--- config.mk ---
export PLATFORM = sky130hd
export DESIGN_NAME = macd_crossover_trader_core
export DESIGN_NICKNAME = d
export VERILOG_FILES = /design/src/hw/rtl/mct_pkg.sv /design/src/hw/rtl/mct_divider.sv /design/src/hw/rtl/macd_crossover_trader_core.sv
export VERILOG_INCLUDE_DIRS = /design/src /design/src/hw/rtl
export SDC_FILE = /design/constraint.sdc
export NUM_CORES = 2
export LEC_CHECK = 0
export BUFFER_PORTS_ARGS = -buffer_cell sky130_fd_sc_hd__buf_2
export CELL_PAD_IN_SITES_DETAIL_PLACEMENT = 1
export CELL_PAD_IN_SITES_GLOBAL_PLACEMENT = 1
export CORE_MARGIN = 2
export CORE_UTILIZATION = 39
export CTS_CLUSTER_DIAMETER = 40
export DETAILED_ROUTE_END_ITERATION = 6
export PLACE_DENSITY_LB_ADDON = 0.1
export SYNTH_ARGS = -nofsm -noshare
export SYNTH_HDL_FRONTEND = slang
export SYNTH_SLANG_ARGS = --single-unit
--- constraint.sdc ---
create_clock -name clk -period 11.4 [get_ports clk]
set_input_delay 2.28 -clock clk [delete_from_list [all_inputs] [get_ports clk]]
set_output_delay 2.28 -clock clk [all_outputs]
set_load 0.01 [all_outputs]
--- src/hw/rtl/assert_macros.svh ---
// Assertion macros shared by the RTL modules.
`ifndef ASSERT_MACROS_SVH
`define ASSERT_MACROS_SVH

// The property must hold at every clock edge outside reset.
`define ASSERT_ALWAYS(lbl, clk, rst_n, prop, msg) \
    lbl: assert property (@(posedge clk) disable iff (!rst_n) (prop)) else $error(msg);

// The consequent must hold in the same cycle as the antecedent.
`define ASSERT_IMPL(lbl, clk, rst_n, ante, cons, msg) \
    lbl: assert property (@(posedge clk) disable iff (!rst_n) (ante) |-> (cons)) else $error(msg);

// The consequent must hold in the cycle after the antecedent.
`define ASSERT_NEXT(lbl, clk, rst_n, ante, cons, msg) \
    lbl: assert property (@(posedge clk) disable iff (!rst_n) (ante) |=> (cons)) else $error(msg);

`endif

--- src/hw/rtl/mct_pkg.sv ---
// Types, constants and helper functions of the MACD crossover trader.
package mct_pkg;

    // Default periods and counter width.
    localparam int FAST_PERIOD_DEF   = 12;
    localparam int SLOW_PERIOD_DEF   = 26;
    localparam int SIGNAL_PERIOD_DEF = 9;
    localparam int COUNT_WIDTH_DEF   = 24;

    // Series milestones.
    localparam int MIN_SAMPLES = 35;
    localparam int TRADE_START = 34;
    localparam int MACD_START  = 25;

    // Datapath widths.
    localparam int PRICE_W = 32;
    localparam int ACC_W   = 50;
    localparam int DIV_W   = 56;
    localparam int DVS_W   = 32;
    localparam int TOTAL_W = 48;
    localparam int TC_W    = 24;
    localparam int SUCC_W  = 23;
    localparam int OUT_W   = 120;

    typedef enum logic [2:0] {
        ACT_NONE        = 3'd0,
        ACT_ENTER_LONG  = 3'd1,
        ACT_EXIT_LONG   = 3'd2,
        ACT_ENTER_SHORT = 3'd3,
        ACT_EXIT_SHORT  = 3'd4
    } action_t;

    typedef enum logic [1:0] {
        REL_EQUAL   = 2'd0,
        REL_LESS    = 2'd1,
        REL_GREATER = 2'd2
    } rel_t;

    typedef enum logic [1:0] {
        POS_NONE  = 2'd0,
        POS_LONG  = 2'd1,
        POS_SHORT = 2'd2
    } pos_t;

    typedef enum logic [1:0] {
        EMA_FAST   = 2'd0,
        EMA_SLOW   = 2'd1,
        EMA_SIGNAL = 2'd2
    } ema_sel_t;

    typedef enum logic [3:0] {
        ST_IDLE,
        ST_EMA_PREP,
        ST_EMA_WAIT,
        ST_TRADE,
        ST_RET_WAIT,
        ST_CLOSE,
        ST_SUM,
        ST_SUCC_WAIT,
        ST_AVG_WAIT,
        ST_FINISH
    } state_t;

    // Request to and response from the shared divider.
    typedef struct packed {
        logic             start;
        logic [DIV_W-1:0] dividend;
        logic [DVS_W-1:0] divisor;
    } div_req_t;

    typedef struct packed {
        logic             done;
        logic [DIV_W-1:0] quotient;
    } div_rsp_t;

    // Saturate a sign and magnitude pair to a signed 32-bit value.
    function automatic logic signed [31:0] sat32(input logic neg, input logic [DIV_W-1:0] mag);
        logic signed [31:0] res;
        if (!neg) begin
            res = (mag > DIV_W'(32'h7FFF_FFFF)) ? 32'sh7FFF_FFFF : $signed(mag[31:0]);
        end
        else begin
            res = (mag > DIV_W'(32'h8000_0000)) ? 32'sh8000_0000 : -$signed(mag[31:0]);
        end
        return res;
    endfunction

endpackage

--- src/hw/rtl/mct_divider.sv ---
// Shared restoring divider, one quotient bit per cycle.
`include "assert_macros.svh"

module mct_divider
(
    input  logic              clk,
    input  logic              rst_n,
    input  mct_pkg::div_req_t req,
    output mct_pkg::div_rsp_t rsp
);

    localparam int DW = mct_pkg::DIV_W;
    localparam int VW = mct_pkg::DVS_W;
    localparam int CNT_W = $clog2(DW);

    logic [VW:0]      rem_reg, rem_next;
    logic [DW-1:0]    quo_reg, quo_next;
    logic [VW-1:0]    dvs_reg;
    logic [CNT_W-1:0] cnt_reg;
    logic             busy_reg;
    logic             done_reg;
    logic [VW:0]      trial;
    logic             fits;

    // One restoring step: shift in the next dividend bit and try the subtract.
    always_comb
    begin
        trial    = {rem_reg[VW-1:0], quo_reg[DW-1]};
        fits     = trial >= {1'b0, dvs_reg};
        rem_next = fits ? (trial - {1'b0, dvs_reg}) : trial;
        quo_next = {quo_reg[DW-2:0], fits};
    end

    // Control of the iteration.
    always_ff @(posedge clk or negedge rst_n)
    begin
        if (!rst_n)
        begin
            busy_reg <= 1'b0;
            done_reg <= 1'b0;
            cnt_reg  <= '0;
        end
        else
        begin
            done_reg <= 1'b0;
            if (req.start)
            begin
                busy_reg <= 1'b1;
                cnt_reg  <= '0;
            end
            else if (busy_reg)
            begin
                cnt_reg <= cnt_reg + CNT_W'(1);
                if (cnt_reg == CNT_W'(DW - 1))
                begin
                    busy_reg <= 1'b0;
                    done_reg <= 1'b1;
                end
            end
        end
    end

    // Operand and partial result registers.
    always_ff @(posedge clk)
    begin
        if (req.start)
        begin
            rem_reg <= '0;
            quo_reg <= req.dividend;
            dvs_reg <= req.divisor;
        end
        else if (busy_reg)
        begin
            rem_reg <= rem_next;
            quo_reg <= quo_next;
        end
    end

    assign rsp.done     = done_reg;
    assign rsp.quotient = quo_reg;

    `ASSERT_NEXT(a_start_busy, clk, rst_n, req.start, busy_reg, "divider did not start")
    `ASSERT_IMPL(a_done_idle, clk, rst_n, done_reg, !busy_reg, "divider done while busy")

endmodule

--- src/hw/rtl/macd_crossover_trader_core.sv ---
// MACD crossover trader: sequencer, series state and result register.
// Each beat passes through EMA prep for the fast, slow and signal EMAs, the trade decision,
// the sum step and the finish state; each EMA seed end or update, the return of a trade
// closed at a nonzero entry and each of the two summary figures waits on the shared divider,
// a close adds the close state. s_tready is high only while the sequencer idles.
// Reset clears the series state, the threshold and the result register at once.
`include "assert_macros.svh"

module macd_crossover_trader_core #(
    parameter int FAST_PERIOD   = mct_pkg::FAST_PERIOD_DEF,
    parameter int SLOW_PERIOD   = mct_pkg::SLOW_PERIOD_DEF,
    parameter int SIGNAL_PERIOD = mct_pkg::SIGNAL_PERIOD_DEF,
    parameter int COUNT_WIDTH   = mct_pkg::COUNT_WIDTH_DEF
)
(
    input  logic         clk,
    input  logic         rst_n,
    input  logic         s_tvalid,
    output logic         s_tready,
    input  logic [31:0]  s_tdata,   // close_price
    input  logic         s_tlast,   // last
    output logic         m_tvalid,
    input  logic         m_tready,
    // action[2:0], trade_closed[3], trade_return[35:4], trade_profitable[36],
    // summary_valid[37], too_few_samples[38], trade_count[62:39],
    // success_pct[85:63], avg_return_pct[117:86], zero fill[119:118]
    output logic [119:0] m_tdata,
    input  logic         cfg_wr_en,
    input  logic [31:0]  cfg_wr_data
);

    localparam int MAX_FS    = (FAST_PERIOD > SLOW_PERIOD) ? FAST_PERIOD : SLOW_PERIOD;
    localparam int MAX_FSS   = (MAX_FS > SIGNAL_PERIOD) ? MAX_FS : SIGNAL_PERIOD;
    localparam int IDX_LIMIT = (MAX_FSS > mct_pkg::MIN_SAMPLES) ? MAX_FSS : mct_pkg::MIN_SAMPLES;
    localparam int IDX_W     = $clog2(IDX_LIMIT + 1);
    localparam int PW        = IDX_W + 1;
    localparam int AW        = mct_pkg::ACC_W;
    localparam int DW        = mct_pkg::DIV_W;
    localparam int VW        = mct_pkg::DVS_W;
    localparam int TW        = mct_pkg::TOTAL_W;
    localparam int CW        = COUNT_WIDTH;
    localparam int NW        = AW + PW + 1;

    mct_pkg::state_t   state_reg, state_next;
    mct_pkg::ema_sel_t sel_reg;
    mct_pkg::rel_t     rel_reg;
    mct_pkg::pos_t     pos_reg;
    mct_pkg::action_t  action_reg;

    logic [IDX_W-1:0]     idx_reg;
    logic signed [AW-1:0] fast_acc_reg, slow_acc_reg, sig_acc_reg;
    logic signed [AW-1:0] fval_reg, sval_reg, sigval_reg, m_reg;
    logic                 neg_reg;
    logic [31:0]          entry_reg, price_reg;
    logic                 last_reg;
    logic signed [TW-1:0] total_reg;
    logic [CW-1:0]        closed_reg, win_reg;
    logic signed [31:0]   thr_reg, ret_reg, avg_reg;
    logic                 closed_flag_reg, prof_reg;
    logic [22:0]          succ_reg;
    logic                 out_valid_reg;
    logic [119:0]         out_data_reg;

    mct_pkg::div_req_t div_req;
    mct_pkg::div_rsp_t div_rsp;

    // EMA step datapath.
    logic signed [AW-1:0] acc_cur, x_ext, m_new, xk, sum_k, q_acc;
    logic [PW-1:0]        n_cur, nm1, i1;
    logic                 seeding, seedend;
    logic signed [NW-1:0] prod, upd;
    logic signed [DW:0]   num;
    logic [DW-1:0]        num_mag;

    // Trade decision datapath.
    mct_pkg::rel_t    rel;
    mct_pkg::pos_t    pos1, close_pos;
    mct_pkg::action_t act;
    logic             up, down, opened, close_now;
    logic [31:0]      close_entry;
    logic signed [32:0] diff;
    logic [32:0]      diff_mag;
    logic signed [31:0] ret_zero_entry;

    // Bookkeeping datapath.
    logic signed [TW:0]   tsum;
    logic signed [TW-1:0] total_new;
    logic                 win_new;
    logic                 few;
    logic [TW-1:0]        total_mag;
    logic                 sum_go;
    logic [mct_pkg::TC_W-1:0] trade_cnt;

    mct_divider u_div
    (
        .clk   (clk),
        .rst_n (rst_n),
        .req   (div_req),
        .rsp   (div_rsp)
    );

    // EMA operand selection and numerator.
    always_comb
    begin
        case (sel_reg)
            mct_pkg::EMA_FAST:   begin acc_cur = fast_acc_reg; n_cur = PW'(FAST_PERIOD);   end
            mct_pkg::EMA_SLOW:   begin acc_cur = slow_acc_reg; n_cur = PW'(SLOW_PERIOD);   end
            default:             begin acc_cur = sig_acc_reg;  n_cur = PW'(SIGNAL_PERIOD); end
        endcase
        x_ext   = $signed({{(AW - 40){1'b0}}, price_reg, 8'h00});
        m_new   = (idx_reg >= IDX_W'(mct_pkg::MACD_START)) ? (fval_reg - sval_reg) : '0;
        xk      = (sel_reg == mct_pkg::EMA_SIGNAL) ? m_new : x_ext;
        i1      = {1'b0, idx_reg} + PW'(1);
        seeding = i1 < n_cur;
        seedend = i1 == n_cur;
        sum_k   = acc_cur + xk;
        nm1     = n_cur - PW'(1);
        prod    = NW'(acc_cur) * $signed({1'b0, nm1});
        upd     = prod + (NW'(xk) <<< 1);
        num     = seedend ? (DW + 1)'(sum_k) : (DW + 1)'(upd);
        num_mag = num[DW] ? DW'(-num) : DW'(num);
        q_acc   = neg_reg ? -$signed(AW'(div_rsp.quotient)) : $signed(AW'(div_rsp.quotient));
    end

    // Crossover decision and the trade to close, if any.
    always_comb
    begin
        rel = (m_reg < sigval_reg) ? mct_pkg::REL_LESS :
              ((m_reg > sigval_reg) ? mct_pkg::REL_GREATER : mct_pkg::REL_EQUAL);
        up        = (rel_reg == mct_pkg::REL_LESS) && (rel == mct_pkg::REL_GREATER);
        down      = (rel_reg == mct_pkg::REL_GREATER) && (rel == mct_pkg::REL_LESS);
        pos1      = pos_reg;
        act       = mct_pkg::ACT_NONE;
        opened    = 1'b0;
        close_now = 1'b0;
        close_pos = pos_reg;
        if (idx_reg >= IDX_W'(mct_pkg::TRADE_START))
        begin
            case (pos_reg)
                mct_pkg::POS_NONE:
                begin
                    if (up)
                    begin
                        pos1 = mct_pkg::POS_LONG; opened = 1'b1; act = mct_pkg::ACT_ENTER_LONG;
                    end
                    else if (down)
                    begin
                        pos1 = mct_pkg::POS_SHORT; opened = 1'b1;
                        act  = mct_pkg::ACT_ENTER_SHORT;
                    end
                end
                mct_pkg::POS_LONG:
                begin
                    if (down)
                    begin
                        close_now = 1'b1; act = mct_pkg::ACT_EXIT_LONG;
                    end
                end
                default:
                begin
                    if (up)
                    begin
                        close_now = 1'b1; act = mct_pkg::ACT_EXIT_SHORT;
                    end
                end
            endcase
        end
        // The last beat closes whatever is still open at its own price.
        if (last_reg && !close_now && (pos1 != mct_pkg::POS_NONE))
        begin
            close_now = 1'b1;
            close_pos = pos1;
            act = (pos1 == mct_pkg::POS_LONG) ? mct_pkg::ACT_EXIT_LONG : mct_pkg::ACT_EXIT_SHORT;
        end
        close_entry = opened ? price_reg : entry_reg;
        diff = (close_pos == mct_pkg::POS_LONG) ?
               ($signed({1'b0, price_reg}) - $signed({1'b0, close_entry})) :
               ($signed({1'b0, close_entry}) - $signed({1'b0, price_reg}));
        diff_mag = diff[32] ? 33'(-diff) : 33'(diff);
        ret_zero_entry = diff[32] ? 32'sh8000_0000 :
                         ((diff != 33'sd0) ? 32'sh7FFF_FFFF : 32'sd0);
    end

    // Trade bookkeeping and summary conditions.
    always_comb
    begin
        tsum      = (TW + 1)'(total_reg) + (TW + 1)'(ret_reg);
        if (tsum > $signed({2'b00, {(TW - 1){1'b1}}}))
            total_new = {1'b0, {(TW - 1){1'b1}}};
        else if (tsum < $signed({2'b11, {(TW - 1){1'b0}}}))
            total_new = {1'b1, {(TW - 1){1'b0}}};
        else
            total_new = TW'(tsum);
        win_new   = ret_reg > thr_reg;
        few       = last_reg && ({1'b0, idx_reg} + PW'(1) < PW'(mct_pkg::MIN_SAMPLES));
        sum_go    = last_reg && !few && (closed_reg != '0);
        total_mag = total_reg[TW-1] ? TW'(-total_reg) : TW'(total_reg);
        trade_cnt = (closed_reg > CW'(mct_pkg::TC_W'('1))) ? '1 : mct_pkg::TC_W'(closed_reg);
    end

    // Sequencer next state and divider requests.
    always_comb
    begin
        state_next       = state_reg;
        div_req.start    = 1'b0;
        div_req.dividend = num_mag;
        div_req.divisor  = seedend ? VW'(n_cur) : VW'(n_cur + PW'(1));
        case (state_reg)
            mct_pkg::ST_IDLE:
            begin
                if (s_tvalid)
                    state_next = mct_pkg::ST_EMA_PREP;
            end
            mct_pkg::ST_EMA_PREP:
            begin
                if (seeding)
                    state_next = (sel_reg == mct_pkg::EMA_SIGNAL) ? mct_pkg::ST_TRADE
                                                                  : mct_pkg::ST_EMA_PREP;
                else
                begin
                    div_req.start = 1'b1;
                    state_next    = mct_pkg::ST_EMA_WAIT;
                end
            end
            mct_pkg::ST_EMA_WAIT:
            begin
                if (div_rsp.done)
                    state_next = (sel_reg == mct_pkg::EMA_SIGNAL) ? mct_pkg::ST_TRADE
                                                                  : mct_pkg::ST_EMA_PREP;
            end
            mct_pkg::ST_TRADE:
            begin
                div_req.dividend = DW'({diff_mag[31:0], 16'h0000});
                div_req.divisor  = VW'(close_entry);
                if (!close_now)
                    state_next = mct_pkg::ST_SUM;
                else if (close_entry == 32'd0)
                    state_next = mct_pkg::ST_CLOSE;
                else
                begin
                    div_req.start = 1'b1;
                    state_next    = mct_pkg::ST_RET_WAIT;
                end
            end
            mct_pkg::ST_RET_WAIT:
            begin
                if (div_rsp.done)
                    state_next = mct_pkg::ST_CLOSE;
            end
            mct_pkg::ST_CLOSE:
            begin
                state_next = mct_pkg::ST_SUM;
            end
            mct_pkg::ST_SUM:
            begin
                div_req.dividend = DW'(DW'(win_reg) * DW'(100)) << 16;
                div_req.divisor  = VW'(closed_reg);
                if (sum_go)
                begin
                    div_req.start = 1'b1;
                    state_next    = mct_pkg::ST_SUCC_WAIT;
                end
                else
                    state_next = mct_pkg::ST_FINISH;
            end
            mct_pkg::ST_SUCC_WAIT:
            begin
                div_req.dividend = DW'(total_mag) * DW'(100);
                div_req.divisor  = VW'(closed_reg);
                if (div_rsp.done)
                begin
                    div_req.start = 1'b1;
                    state_next    = mct_pkg::ST_AVG_WAIT;
                end
            end
            mct_pkg::ST_AVG_WAIT:
            begin
                if (div_rsp.done)
                    state_next = mct_pkg::ST_FINISH;
            end
            mct_pkg::ST_FINISH:
            begin
                if (!out_valid_reg || m_tready)
                    state_next = mct_pkg::ST_IDLE;
            end
            default:
            begin
                state_next = mct_pkg::ST_IDLE;
            end
        endcase
    end

    // State register.
    always_ff @(posedge clk or negedge rst_n)
    begin
        if (!rst_n)
            state_reg <= mct_pkg::ST_IDLE;
        else
            state_reg <= state_next;
    end

    // Threshold register.
    always_ff @(posedge clk or negedge rst_n)
    begin
        if (!rst_n)
            thr_reg <= '0;
        else if (cfg_wr_en)
            thr_reg <= $signed(cfg_wr_data);
    end

    // Series state and per-beat working registers.
    always_ff @(posedge clk or negedge rst_n)
    begin
        if (!rst_n)
        begin
            idx_reg         <= '0;
            fast_acc_reg    <= '0;
            slow_acc_reg    <= '0;
            sig_acc_reg     <= '0;
            rel_reg         <= mct_pkg::REL_EQUAL;
            pos_reg         <= mct_pkg::POS_NONE;
            entry_reg       <= '0;
            total_reg       <= '0;
            closed_reg      <= '0;
            win_reg         <= '0;
            sel_reg         <= mct_pkg::EMA_FAST;
            out_valid_reg   <= 1'b0;
            out_data_reg    <= '0;
            action_reg      <= mct_pkg::ACT_NONE;
            price_reg       <= '0;
            last_reg        <= 1'b0;
            closed_flag_reg <= 1'b0;
            ret_reg         <= '0;
            prof_reg        <= 1'b0;
            succ_reg        <= '0;
            avg_reg         <= '0;
            neg_reg         <= 1'b0;
            m_reg           <= '0;
            fval_reg        <= '0;
            sval_reg        <= '0;
            sigval_reg      <= '0;
        end
        else
        begin
            if (out_valid_reg && m_tready && (state_reg != mct_pkg::ST_FINISH))
                out_valid_reg <= 1'b0;
            case (state_reg)
                mct_pkg::ST_IDLE:
                begin
                    if (s_tvalid)
                    begin
                        price_reg       <= s_tdata;
                        last_reg        <= s_tlast;
                        sel_reg         <= mct_pkg::EMA_FAST;
                        closed_flag_reg <= 1'b0;
                        ret_reg         <= '0;
                        prof_reg        <= 1'b0;
                        succ_reg        <= '0;
                        avg_reg         <= '0;
                    end
                end
                mct_pkg::ST_EMA_PREP:
                begin
                    neg_reg <= num[DW];
                    if (sel_reg == mct_pkg::EMA_SIGNAL)
                        m_reg <= m_new;
                    if (seeding)
                    begin
                        case (sel_reg)
                            mct_pkg::EMA_FAST: begin fast_acc_reg <= sum_k; fval_reg <= '0; end
                            mct_pkg::EMA_SLOW: begin slow_acc_reg <= sum_k; sval_reg <= '0; end
                            default:           begin sig_acc_reg <= sum_k; sigval_reg <= '0; end
                        endcase
                        if (sel_reg == mct_pkg::EMA_FAST)
                            sel_reg <= mct_pkg::EMA_SLOW;
                        else if (sel_reg == mct_pkg::EMA_SLOW)
                            sel_reg <= mct_pkg::EMA_SIGNAL;
                    end
                end
                mct_pkg::ST_EMA_WAIT:
                begin
                    if (div_rsp.done)
                    begin
                        case (sel_reg)
                            mct_pkg::EMA_FAST: begin fast_acc_reg <= q_acc; fval_reg <= q_acc; end
                            mct_pkg::EMA_SLOW: begin slow_acc_reg <= q_acc; sval_reg <= q_acc; end
                            default:           begin sig_acc_reg <= q_acc; sigval_reg <= q_acc; end
                        endcase
                        if (sel_reg == mct_pkg::EMA_FAST)
                            sel_reg <= mct_pkg::EMA_SLOW;
                        else if (sel_reg == mct_pkg::EMA_SLOW)
                            sel_reg <= mct_pkg::EMA_SIGNAL;
                    end
                end
                mct_pkg::ST_TRADE:
                begin
                    rel_reg         <= rel;
                    pos_reg         <= close_now ? mct_pkg::POS_NONE : pos1;
                    entry_reg       <= close_entry;
                    action_reg      <= act;
                    closed_flag_reg <= close_now;
                    neg_reg         <= diff[32];
                    ret_reg         <= close_now ? ret_zero_entry : 32'sd0;
                end
                mct_pkg::ST_RET_WAIT:
                begin
                    if (div_rsp.done)
                        ret_reg <= mct_pkg::sat32(neg_reg, div_rsp.quotient);
                end
                mct_pkg::ST_CLOSE:
                begin
                    total_reg <= total_new;
                    prof_reg  <= win_new;
                    if (closed_reg != '1)
                        closed_reg <= closed_reg + CW'(1);
                    if (win_new && (win_reg != '1))
                        win_reg <= win_reg + CW'(1);
                end
                mct_pkg::ST_SUCC_WAIT:
                begin
                    if (div_rsp.done)
                    begin
                        succ_reg <= div_rsp.quotient[22:0];
                        neg_reg  <= total_reg[TW-1];
                    end
                end
                mct_pkg::ST_AVG_WAIT:
                begin
                    if (div_rsp.done)
                        avg_reg <= mct_pkg::sat32(neg_reg, div_rsp.quotient);
                end
                mct_pkg::ST_FINISH:
                begin
                    if (!out_valid_reg || m_tready)
                    begin
                        out_valid_reg <= 1'b1;
                        out_data_reg  <= {2'b00,
                                          (last_reg && sum_go) ? avg_reg : 32'sd0,
                                          (last_reg && sum_go) ? succ_reg : 23'd0,
                                          (last_reg && sum_go) ? trade_cnt : 24'd0,
                                          few, last_reg, prof_reg, ret_reg,
                                          closed_flag_reg, action_reg};
                        if (last_reg)
                        begin
                            idx_reg      <= '0;
                            fast_acc_reg <= '0;
                            slow_acc_reg <= '0;
                            sig_acc_reg  <= '0;
                            rel_reg      <= mct_pkg::REL_EQUAL;
                            pos_reg      <= mct_pkg::POS_NONE;
                            entry_reg    <= '0;
                            total_reg    <= '0;
                            closed_reg   <= '0;
                            win_reg      <= '0;
                        end
                        else if (idx_reg < IDX_W'(IDX_LIMIT))
                            idx_reg <= idx_reg + IDX_W'(1);
                    end
                end
                default:
                begin
                end
            endcase
        end
    end

    assign s_tready = (state_reg == mct_pkg::ST_IDLE);
    assign m_tvalid = out_valid_reg;
    assign m_tdata  = out_data_reg;

    `ASSERT_ALWAYS(a_win_le_closed, clk, rst_n, win_reg <= closed_reg, "more wins than trades")
    `ASSERT_ALWAYS(a_idx_limit, clk, rst_n, idx_reg <= IDX_W'(IDX_LIMIT), "sample index overran")
    `ASSERT_IMPL(a_div_expected, clk, rst_n, div_rsp.done, state_reg == mct_pkg::ST_EMA_WAIT || state_reg == mct_pkg::ST_RET_WAIT || state_reg == mct_pkg::ST_SUCC_WAIT || state_reg == mct_pkg::ST_AVG_WAIT, "divider result not awaited")

endmodule
==> impl_summary.log <==
INFO  metric vias = ~70000
INFO  metric post_cts.resized_instances = 0
INFO  metric violation_count_after_the_first_detailed_routing_iteration = 5378
INFO  metric number_of_flip_flops_in_the_largest_register = 118
INFO  metric cp_num_buf_inv = 6
INFO  metric critPathCaptureType = register
INFO  metric grt_max_degree = ~130
INFO  metric yosysWarnings = 0
INFO  metric cts_sinks = ~900
INFO  metric worst-path-stages = 39
INFO  metric setup_tns = 0 ns
INFO  metric slowest_library_cell_on_the_worst_path = sky130_fd_sc_hd__o41ai_4
INFO  metric cp_required = roughly 12 ns
INFO  metric irDropWorstVdd = ~0.00016 V
INFO  metric postLayoutCoreUtil = between 40% and 50%
INFO  metric nNetsFinal = just over 10000
INFO  metric fmax = about 93 MHz
INFO  metric hold_viol_final = 0
INFO  metric ys.flop_type = sky130_fd_sc_hd__dfrtp_1
INFO  metric rows = 163
INFO  metric post_drt_via_cell_ratio = ~5.8
INFO  metric drc = 0
INFO  metric outcome = complete, no violations
INFO  metric die_outline_width = about 450 um
INFO  metric p_leak = 43.42 nW
INFO  metric holdBufCountCts = 0
INFO  metric data_arrival_time_of_the_critical_path = around 11 ns
INFO  metric syn_avg_cell_area = ~8.5 um2
INFO  metric drt-pass1-iter-count = 6
INFO  metric crit_family = compound AO/OA/AOI/OAI gates
INFO  metric first_pass_grt_wire_length = 477800 um
INFO  metric most_used_cell_along_the_critical_path = sky130_fd_sc_hd__inv_1
INFO  metric skew = between 0.06 and 0.07 ns
INFO  metric initial_utilization = 39.15%
INFO  metric ant_nets = 0
INFO  metric post-cts-setup-buffer-count = 0
INFO  metric place.port_buffers = between 150 and 200
INFO  metric dpl_worst_slack = between 0.6 and 0.7 ns
INFO  metric route.final.wire_length = around 320000 um
INFO  metric design.die.area = 0.2013 mm2
INFO  metric netlist_instances = approximately 9100
INFO  metric synth-seq-cells = about 900
INFO  metric synthesis.area = 0.07713 mm2
INFO  metric clkSlewWorstSetupHoldPaths = 0.05 ns
INFO  metric post-route-worst-setup-slack = 0.7002 ns
INFO  metric clk-insertion-delay-late = a little under 0.9 ns
INFO  metric grt_pass1_vias = about 70000
INFO  metric worst_r2r_startpoint = fval_reg[0]$_DFFE_PN0P_
INFO  metric async_reset_ff_share = a little under 90%
INFO  metric grt_setup_unrepaired = no
INFO  metric path_class = reg -> reg
INFO  metric routabilityCongestion = approximately 0.93
INFO  metric yosysTopAreaCellShare = approximately a quarter
INFO  metric num_io_pins = ~190
INFO  metric cp_slowest_stage_delay = 0.60 ns
INFO  metric total_congestion_overflow = 0
INFO  metric setup_viol = 0
INFO  metric grt.total_usage = a little under a third
INFO  metric final_layout_size_suffix_gt1_share = 10.27%
INFO  metric h-tree-depth = 4
INFO  metric ctsLongestPathBuffers = 3
INFO  metric worst_r2r_endpoint = u_div.quo_reg[16]$_DFFE_PP_
INFO  metric post-route-min-period = 10.70 ns
INFO  metric holdCritPathClass = reg -> reg
INFO  metric worstMarginPinSlew = between 1 and 1.5 ns
INFO  metric ff2ff_setup_slack = 0.70 ns
INFO  metric drt-wirelength-per-cell = about 26 um
INFO  metric dieHeight = 448.7 um
INFO  metric worst_setup_path_start_kind = register
INFO  metric reg2reg_depth = 39
INFO  metric synth_enable_flop_cells = between 80 and 90
INFO  metric cap_violations = 0
INFO  metric area.growth.synth_to_final = 14.80%
INFO  metric ctsRootBufferMaster = sky130_fd_sc_hd__clkbuf_16
INFO  metric netlist_top_cells_area = sky130_fd_sc_hd__dfrtp_1 (25%), sky130_fd_sc_hd__ha_1 (11%), sky130_fd_sc_hd__fa_1 (7.1%)
INFO  metric min_path_cells = 2
INFO  metric tritoncts.num_buffers = slightly below 200
INFO  metric synth.distinct_cells = about 110
INFO  metric core_region_area = 0.1970 mm2
INFO  metric worstHoldStart = m_tdata[38]$_DFFE_PN0P_
INFO  metric crit_path_max_fanout = 20
INFO  metric timing.final.max_slew_violations = 0
INFO  metric yosysSeqAreaShare = between 20 and 30%
INFO  metric power-per-cell-area = about 110 mW/mm2
INFO  metric netlist.top_cell.by_area = sky130_fd_sc_hd__dfrtp_1
INFO  metric max_slew_margin = around 15%
INFO  metric grt_antenna_before_repair = 9
INFO  metric worstHoldEndpoint = m_tdata[38]$_DFFE_PN0P_
INFO  metric tritoncts = yes
INFO  metric min_period_over_period = between 90% and 100%
INFO  metric dp_hpwl = between 200000 and 250000 um
-- worst register-to-register path: cells and delay by family, from the launching register on --
| family | cells | cell delay, ns |
|---|---|---|
| compound gates | 15 | 3.99 |
| xor+xnor | 3 | 0.64 |
| fa+ha+maj | 7 | 2.82 |
| buf+inv | 6 | 0.67 |
| flops | 1 | 0.38 |
| mux | 1 | 0.50 |
| simple gates | 7 | 1.46 |
-- worst max path at each step --
| stage | from | end | slack (ns) |
|---|---|---|---|
| 5_1_grt | fval_reg[0]$_DFFE_PN0P_ | u_div.quo_reg[53]$_DFFE_PP_ | 0.20 |
| 3_5_place_dp | sval_reg[1]$_DFFE_PN0P_ | u_div.quo_reg[16]$_DFFE_PP_ | 0.60 |
| 4_1_cts | sval_reg[1]$_DFFE_PN0P_ | u_div.quo_reg[16]$_DFFE_PP_ | 0.55 |
| 2_1_floorplan | fval_reg[1]$_DFFE_PN0P_ | u_div.quo_reg[20]$_DFFE_PP_ | 2.24 |
| 6_report | fval_reg[0]$_DFFE_PN0P_ | u_div.quo_reg[16]$_DFFE_PP_ | 0.70 |
| 3_3_place_gp | fval_reg[1]$_DFFE_PN0P_ | u_div.quo_reg[16]$_DFFE_PP_ | 0.81 |
-- cell usage in the layout, fill, tap and decap left out, types with 93 or more instances in the layout --
cell,Yosys,routed
sky130_fd_sc_hd__nor2_1,588,570
sky130_fd_sc_hd__nand4_1,93,93
sky130_fd_sc_hd__xor2_1,198,198
sky130_fd_sc_hd__buf_4,2,159
sky130_fd_sc_hd__buf_2,23,188
sky130_fd_sc_hd__xnor2_1,256,256
sky130_fd_sc_hd__clkbuf_16,0,201
sky130_fd_sc_hd__nor3_1,104,103
sky130_fd_sc_hd__ha_1,674,674
sky130_fd_sc_hd__o21ai_0,574,573
sky130_fd_sc_hd__nand3_1,148,145
sky130_fd_sc_hd__and3_1,117,115
sky130_fd_sc_hd__dfrtp_1,779,775
sky130_fd_sc_hd__o31ai_1,119,119
sky130_fd_sc_hd__a21oi_1,717,716
sky130_fd_sc_hd__inv_1,1025,1024
sky130_fd_sc_hd__nand2_1,991,987
sky130_fd_sc_hd__fa_1,272,272
sky130_fd_sc_hd__a22o_1,136,136
sky130_fd_sc_hd__mux2i_1,124,122
sky130_fd_sc_hd__a21o_1,232,232
-- cell usage after synthesis (all sizes together) (124+ instances only) --
master     n
fa       272
nor2     589
clkbuf   395
nand2    991
xnor2    256
a22o     136
xor2     198
nand3    148
dfrtp    779
a21oi    719
mux2i    124
o21ai    592
inv     1027
ha       674
a21o     232
-- metal layers --
metal / vias up / part of all wire (%) / track usage (%)
li1: 32150 / - / -
met1: 35940 / 47 / 44.45
met2: 1835 / 44 / 47.39
met3: 436 / 5.1 / 4.242
met4: 0 / 4.3 / 12.22
met5: - / 0 / 0
-- per-stage QoR --
| step | hold slack [ns] | area, um2 | power [mW] | std cells |
|---|---|---|---|---|
| after floorplan | 0.4393 | 77320 | 3.611 | 9150 |
| after global placement | 0.4525 | 81400 | 3.859 | 11690 |
| after detailed placement | 0.4653 | 81400 | 3.867 | 11690 |
| after CTS | 0.4756 | 88520 | 9.990 | 12060 |
| after global routing | 0.5025 | 88530 | 10.21 | 12060 |
| final | 0.4694 | 88540 | 9.898 | 12060 |
-- cell families (layout without fill, tap and decap cells) --
group           Yosys count  in the layout  share of synthesized area [%]
xor+xnor                454            454                          5.156
simple gates           2585           2585                          15.96
compound gates         2518           2518                          21.22
mux                     207            207                          2.821
fa+ha+maj               946            946                          17.99
other cells               2             59                       0.009737
buf+inv                1487           1754                          7.308
flops                   899            899                          29.53
-- cell type report --
class                           count  area (um2)
Tap cell                         2640        3303
Multi-Input combinational cell   6764       49210
Fill cell                       23200      108500
Timing Repair Buffer              353        2250
Antenna cell                        5       12.51
Inverter                         1029        3870
Sequential cell                   899       22780
Clock buffer                      233        5330
Clock inverter                    139        1784
-- where the power goes --
part	switching, mW	total (mW)	internal, mW	leakage (nW)
registers	0.00292	3.25	3.24	11.4
logic	0.396	0.574	0.178	28.6
clock network	2.20	6.08	3.88	3.40
Note: power is estimated with default switching activity, not from simulation.
